### src/rtl/lwsd_pkg.sv
// Shared types, constants and the segment decoder for the load weight display block.
`default_nettype none

package lwsd_pkg;

  // Field widths
  localparam int TARE_W     = 24;
  localparam int SCALE_W    = 32;
  localparam int GRAMS_W    = 31;
  localparam int SEG_W      = 7;
  localparam int K_W        = 18;
  localparam int CFG_ADDR_W = 1;

  // Result packing on the output stream
  localparam int OUT_FIELDS_W = GRAMS_W + 1 + 4 * SEG_W;
  localparam int OUT_TDATA_W  = ((OUT_FIELDS_W + 7) / 8) * 8;
  localparam int OUT_PAD_W    = OUT_TDATA_W - OUT_FIELDS_W;

  // Register indexes
  localparam logic [CFG_ADDR_W-1:0] REG_TARE  = 1'b0;
  localparam logic [CFG_ADDR_W-1:0] REG_SCALE = 1'b1;

  localparam logic [SCALE_W-1:0] SCALE_RESET = 32'd256;

  // 1000 g/kg times 256 for the Q24.8 factor
  localparam logic [K_W-1:0] GRAMS_PER_KG_Q8 = 18'd256000;

  localparam logic [SEG_W-1:0] SEG_MINUS = 7'h40;

  // Sideband that rides with each item down the pipe
  typedef struct packed {
    logic valid;
    logic neg;
  } lwsd_ctl_t;

  // One result item, magnitude_grams in the lowest bits
  typedef struct packed {
    logic [SEG_W-1:0]   segment_fourth;
    logic [SEG_W-1:0]   segment_third;
    logic [SEG_W-1:0]   segment_second;
    logic [SEG_W-1:0]   segment_first;
    logic               is_negative;
    logic [GRAMS_W-1:0] magnitude_grams;
  } lwsd_result_t;

  // Decimal digit to segment code, bit0 is segment a
  function automatic logic [SEG_W-1:0] seg_code(input logic [3:0] digit);
    logic [SEG_W-1:0] code;
    unique case (digit)
      4'd0:    code = 7'h3F;
      4'd1:    code = 7'h06;
      4'd2:    code = 7'h5B;
      4'd3:    code = 7'h4F;
      4'd4:    code = 7'h66;
      4'd5:    code = 7'h6D;
      4'd6:    code = 7'h7D;
      4'd7:    code = 7'h07;
      4'd8:    code = 7'h7F;
      4'd9:    code = 7'h6F;
      default: code = 7'h00;
    endcase
    return code;
  endfunction

endpackage

`default_nettype wire

### src/rtl/lwsd_digits.sv
// Four-stage split of the low four decimal digits of grams into segment codes.
`default_nettype none

module lwsd_digits (
  input  wire logic                          clk,
  input  wire logic                          rst_n,
  input  wire logic                          en,
  input  wire lwsd_pkg::lwsd_ctl_t           ctl_i,
  input  wire logic [lwsd_pkg::GRAMS_W-1:0]  grams_i,
  output logic                               valid_o,
  output lwsd_pkg::lwsd_result_t             res_o
);
  import lwsd_pkg::*;

  // Reciprocals: floor(x * M / 2^S) is exact over the input range
  localparam logic [31:0] RECIP_10K  = 32'd3518437209;
  localparam int          SHIFT_10K  = 45;
  localparam logic [13:0] RECIP_1000 = 14'd8389;
  localparam logic [13:0] RECIP_100  = 14'd10486;
  localparam logic [13:0] RECIP_10   = 14'd13108;
  localparam logic [13:0] TEN_K      = 14'd10000;

  lwsd_ctl_t          ctl1_r, ctl2_r, ctl3_r;
  logic               valid_r;
  logic [62:0]        prod1_r;
  logic [GRAMS_W-1:0] grams1_r, grams2_r, grams3_r;
  logic [13:0]        rem2_r, rem3_r;
  logic               lt2_r, lt3_r;
  logic [3:0]         th3_r;
  logic [6:0]         hu3_r;
  logic [9:0]         te3_r;
  lwsd_result_t       res_r;

  logic [17:0] q10k;
  logic [31:0] q10k_scaled;
  logic [13:0] rem2_nxt;
  logic [27:0] p_th, p_hu, p_te;
  logic [6:0]  hu_dig;
  logic [9:0]  te_dig;
  logic [13:0] un_dig;
  lwsd_result_t res_nxt;

  // Valid and sign travel with the data
  always_ff @(posedge clk) begin
    if (!rst_n) begin
      ctl1_r  <= '0;
      ctl2_r  <= '0;
      ctl3_r  <= '0;
      valid_r <= 1'b0;
    end else if (en) begin
      ctl1_r  <= ctl_i;
      ctl2_r  <= ctl1_r;
      ctl3_r  <= ctl2_r;
      valid_r <= ctl3_r.valid;
    end
  end

  // Stage 2: remainder modulo 10000 and the under-10000 flag
  always_comb begin
    q10k        = prod1_r[SHIFT_10K +: 18];
    q10k_scaled = 32'(q10k) * 32'(TEN_K);
    rem2_nxt    = 14'(32'(grams1_r) - q10k_scaled);
  end

  // Stage 3: thousands, hundreds and tens quotients
  always_comb begin
    p_th = 28'(rem2_r) * 28'(RECIP_1000);
    p_hu = 28'(rem2_r) * 28'(RECIP_100);
    p_te = 28'(rem2_r) * 28'(RECIP_10);
  end

  // Stage 4: each digit is its quotient less ten times the next one up
  always_comb begin
    hu_dig = hu3_r - 7'(7'(th3_r) * 7'd10);
    te_dig = te3_r - 10'(10'(hu3_r) * 10'd10);
    un_dig = rem3_r - 14'(14'(te3_r) * 14'd10);

    res_nxt.magnitude_grams = grams3_r;
    res_nxt.is_negative     = ctl3_r.neg;
    res_nxt.segment_first   = (ctl3_r.neg && lt3_r) ? SEG_MINUS : seg_code(th3_r);
    res_nxt.segment_second  = seg_code(hu_dig[3:0]);
    res_nxt.segment_third   = seg_code(te_dig[3:0]);
    res_nxt.segment_fourth  = seg_code(un_dig[3:0]);
  end

  always_ff @(posedge clk) begin
    if (en) begin
      prod1_r  <= 63'(grams_i) * 63'(RECIP_10K);
      grams1_r <= grams_i;

      rem2_r   <= rem2_nxt;
      lt2_r    <= (q10k == '0);
      grams2_r <= grams1_r;

      th3_r    <= p_th[26:23];
      hu3_r    <= p_hu[26:20];
      te3_r    <= p_te[26:17];
      rem3_r   <= rem2_r;
      lt3_r    <= lt2_r;
      grams3_r <= grams2_r;

      res_r    <= res_nxt;
    end
  end

  assign valid_o = valid_r;
  assign res_o   = res_r;

endmodule

`default_nettype wire

### config.mk
export PLATFORM = sky130hd
export DESIGN_NAME = lwsd_digits
export DESIGN_NICKNAME = d
export VERILOG_FILES = /design/src/rtl/lwsd_pkg.sv /design/src/rtl/lwsd_digits.sv
export SDC_FILE = /design/constraint.sdc
export NUM_CORES = 2
export LEC_CHECK = 0
export BUFFER_PORTS_ARGS = -buffer_cell sky130_fd_sc_hd__buf_2
export CAP_MARGIN = 20
export CORE_AREA = 2 2 255 257
export DETAILED_ROUTE_END_ITERATION = 6
export DIE_AREA = 0 0 257 259
export PLACE_DENSITY = 0.66
export SETUP_SLACK_MARGIN = 0.05
export SLEW_MARGIN = 20
export SYNTH_ARGS = -nofsm -noshare
export SYNTH_HDL_FRONTEND = slang
export SYNTH_SLANG_ARGS = --single-unit
### constraint.sdc
create_clock -name clk -period 9 [get_ports clk]
set_input_delay 0.9 -clock clk [delete_from_list [all_inputs] [get_ports clk]]
set_output_delay 0.9 -clock clk [all_outputs]
set_load 0.05 [all_outputs]
; Yosys cells after proc, flatten, opt, wreduce, memory -nomap -nowiden
; Memories as Yosys holds them, arrays and structs flattened. A register that Yosys moved wholly into a read port is not among the register bits.
; Cells that the tools add are included.
[totals]
regBits = 236
mem_bits_ro = 448
out_inout_bits = 61
n_memories = 4
[memory_table]
columns = name, depth, width, read_ports, rd_clocked_by_memory_dff, wr, line
row1 = (no name shown), 16, 7, 1, 1, 0, lwsd_pkg.sv:49  ; unique case (digit)
row2 = (no name shown), 16, 7, 1, 1, 0, lwsd_pkg.sv:49
row3 = (no name shown), 16, 7, 1, 1, 0, lwsd_pkg.sv:49
row4 = (no name shown), 16, 7, 1, 1, 0, lwsd_pkg.sv:49
[classes]
add_sub_neg = 4
n_mul = 8
reduce_logical = 2
[ops]
columns = operator, n
row1 = "31-bit by 32-bit multiplier with 63-bit output, second input constant", 1
row2 = "14-bit by 14-bit multiplier with 27-bit output, second input constant", 1
row3 = "14-bit by 13-bit multiplier with 26-bit output, second input constant", 1
row4 = "14-bit by 12-bit multiplier with 25-bit output, second input constant", 1
row5 = 18-bit logical NOT, 1
row6 = "18-bit by 10-bit multiplier with 10-bit output, second input constant", 1
row7 = 14-bit subtractor, 1
row8 = 4-bit subtractor, 3
row9 = "10-bit by 3-bit multiplier with 3-bit output, second input constant", 1
row10 = "7-bit by 3-bit multiplier with 3-bit output, second input constant", 1
row11 = "4-bit by 3-bit multiplier with 3-bit output, second input constant", 1
row12 = 1-bit logical AND, 1

; Depth between registers and ports, before layout
[logic_depth]
depth_word = 2
mapped_depth = 26
mapped_depth_nobuf = 26

; Least setup slack after synthesis
; OpenSTA, ideal clock, no wires.
[synth_timing]
path_kind = input to register
startpoint = input port grams_i[13] (netlist name)
endpoint = register prod1_r[62], data pin
t_arrival_ps = 6989
t_required_ps = 8740
slack_ps = 1751
cell_stages = 24
path_buffers = 0
cell_sequence = fa_1 > fa_1 > inv_1 > fa_1 > inv_1 > fa_1 > inv_1 > fa_1 > inv_1 > fa_1 > fa_1 > inv_1 > fa_1 > inv_1 > ha_1 > a21oi_1 > nor2_1 > nor4b_1 > o211ai_1 > a21oi_2 > o211ai_2 > o221a_4 > a21oi_2 > xnor2_1
[synth_via]
elab_chain_len = 1
[synth_rtl]
columns = item, line
row1 = from (decl), lwsd_digits.sv:9  ; input wire logic [lwsd_pkg::GRAMS_W-1:0] grams_i,
row2 = 31-bit by 32-bit multiplier with 63-bit output, lwsd_digits.sv:88  ; prod1_r <= 63'(grams_i) * 63'(RECIP_10K);
row3 = to (signal assigned), lwsd_digits.sv:88
row4 = to (decl), lwsd_digits.sv:25  ; logic [62:0] prod1_r;
; Every way passes these cells.
; A chain may end at the register's enable or synchronous reset.

; Final worst setup path
[layout_timing]
startpoint = input port grams_i[15] (netlist name)
endpoint = register prod1_r[62], data pin
; Same word-level chain as after synthesis.

==> flow_summary.json <==
{
  "required_ps": 9290,
  "relSlewSlack_pct": 31.9,
  "die_w_um": 257,
  "max-cap-violations": 0,
  "clk_pin_slew_ps": 60,
  "arrival_ps": 7870,
  "rsz0062_at_grt": "false",
  "cts_tree": "yes",
  "cts.sinks": 202,
  "area_delta_synth_final_pct": 7.22,
  "viasPerCell": 5.13,
  "yosysMostFrequentCell": "inv_1",
  "slew_viol_final": 0,
  "cts_buffer_depth": 3,
  "grt_max_degree": 119,
  "track_usage_pct": 24.0,
  "cts-root-buf": "clkbuf_16",
  "routed_wl_um": 77000,
  "worstMarginPinSlew_ps": 1020,
  "slowest_delay_ps": 550,
  "outcome": "completed",
  "fin_crit_sh_pct": 84.3,
  "ant_nets": 0,
  "synthCells": 2816,
  "synth_top_family_by_area": "adder cells",
  "vias": 19504,
  "setup_violations": 0,
  "avgSynthCellArea_um2": 11.2,
  "crit_path_max_fanout": 10,
  "port_buffers": 96,
  "io_pins": 97,
  "seq_area_frac_synth_pct": 19.0,
  "fillCellCount": 5566,
  "synth-seq-cells": 202,
  "core_area_mm2": 0.0639,
  "skew_ps": 21.0,
  "holdCritPathClass": "flip-flop to flip-flop",
  "synth.distinct_cells": 61,
  "synth_compound_gate_area_share_pct": 4.99,
  "hold_viol": 0,
  "synthTopCellsByCount": "inv_1 (923), ha_1 (605), fa_1 (558)",
  "dr.pass1.iters": 5,
  "cpMaxStageDelayCell": "fa_1",
  "initial_core_util_pct": 49.4,
  "async_reset_ff_share_pct": 0,
  "synth_area_leader_cell": "fa_1",
  "drt_iter0_markers": 1247,
  "post-cts-setup-buffer-count": 0,
  "drc": 0,
  "ys_top_cells_by_area": "fa_1 (35%), ha_1 (24%), edfxtp_1 (19%)",
  "synth_area_mm2": 0.0315,
  "antenna_found_initial": 3,
  "synth_top_area_share_pct": 35.4,
  "synth_nets": 4015,
  "post-dp-hpwl_um": 68100,
  "post_cts_resize_count": 0,
  "row_count": 93,
  "die_h_um": 259,
  "synth_fa_ha_area_share_pct": 59.4,
  "gp_congestion": 0.969,
  "start_kind": "primary input",
  "synthMuxAreaShare_pct": 0.254,
  "synth_ff_type": "edfxtp_1",
  "grt-ovfl-total": 0,
  "synth_edf_count": 195,
  "timing.fmax_ghz": 0.132,
  "ctsHoldBuffers": 0,
  "path_class": "primary input to flip-flop",
  "wl_per_cell_um": 20.3,
  "finalNetCount": 4130,
  "path_common_cell": "fa_1",
  "synthSimpleGateAreaFrac_pct": 3.03,
  "grt_pass1_wl_um": 122000,
  "yosys_warnings": 0,
  "cts_max_level": 1,
  "synth_xor_area_share_pct": 2.17,
  "clock_latency_ps": 540,
  "fin_setup_tns_ps": 0,
  "min_period_ps": 7580,
  "cts_buffers": 23,
  "endpoint_kind": "flip-flop",
  "grt_pass1_vias": 21676,
  "die_area_mm2": 0.0666,
  "drive_gt1_share_pct": 5.09
}
[through the flow]
stage	worst slack (ps)	cells	hold slack (ps)	utilization, %	instance area (um2)
4_1_cts	1400	3801	418	52.9	33800
3_3_place_gp	896	3761	400	51.8	33100
5_1_grt	1130	3801	420	52.9	33800
6_report	1420	3802	417	52.9	33800
2_1_floorplan	1750	2816	400	-	31500
3_5_place_dp	835	3761	405	51.8	33100
[state kept, by name, indices dropped and copies added, names as in the netlist, 2 cells and up]
name and cells:
res_o 60, grams2_r 31, grams3_r 31, grams1_r 28
prod1_r 21, rem2_r 10, hu3_r 4, te3_r 4
th3_r 4, ctl1_r 2, ctl2_r 2, ctl3_r 2
[worst max-delay path, delay by kind of cell]
family / cells / cell delay, ps
compound gates: 6 / 1400
simple gates: 2 / 370
fa+ha+maj: 9 / 4510
xor+xnor: 1 / 70
buf+inv: 7 / 590
[cells in the final DEF (no fill, tap or decap), drive strengths merged, types with 8 or more instances in the layout]
master	Yosys	final
inv	923	927
ha	605	605
fa	558	558
edfxtp	195	195
buf	1	99
a21oi	74	74
nand2	54	54
o21ai	52	52
xnor2	48	48
a21o	40	40
nor2	38	38
xor2	30	30
clkbuf	8	24
nor2b	19	19
nand3	17	17
o21a	15	15
nand2b	11	11
a211oi	11	11
and3	10	10
nand4	8	8
mux2i	8	8
clkinv	0	8
[layer usage]
metal | global-route usage, % | part of all wire [%] | wire length (um)
met5 | 0 | 0.013 | 10
met4 | 5.68 | 2.5 | 1900
met3 | 3.07 | 5.3 | 4090
met2 | 40.1 | 47 | 36300
met1 | 33.6 | 45 | 34700
[final timing paths]
| kind | from | end | slack (ps) | cells past startpoint |
|---|---|---|---|---|
| max | grams_i[15] | prod1_r[62] | 1420 | 25 |
| min | grams3_r[16] | res_o[16] | 420 | 0 |
| max reg2reg | rem2_r[6] | hu3_r[3] | 3320 | 19 |
| min reg2reg | grams3_r[16] | res_o[16] | 420 | 0 |
[final cells by class]
cell class | instances | area [um2] | area share, %
sequential | 202 | 6000 | 17.7
multi-input combinational | 1682 | 22000 | 65.2
tap | 855 | 1070 | 3.16
clock buffer | 24 | 579 | 1.71
timing repair buffer | 99 | 513 | 1.52
clock inverter | 16 | 155 | 0.459
antenna | 1 | 2.50 | 0.00740
inverter | 923 | 3460 | 10.2
[cell families after synthesis]
| family | Yosys count |
|---|---|
| multiplexers | 8 |
| AO/OA/AOI/OAI | 244 |
| XOR/XNOR | 78 |
| buffers and inverters | 932 |
| flip-flops | 202 |
| adder cells (fa/ha/maj) | 1163 |
| AND/OR/NAND/NOR | 189 |
Power is not shown: default switching activity piles up to over one toggle a cycle in this logic, so the estimate is an artifact.
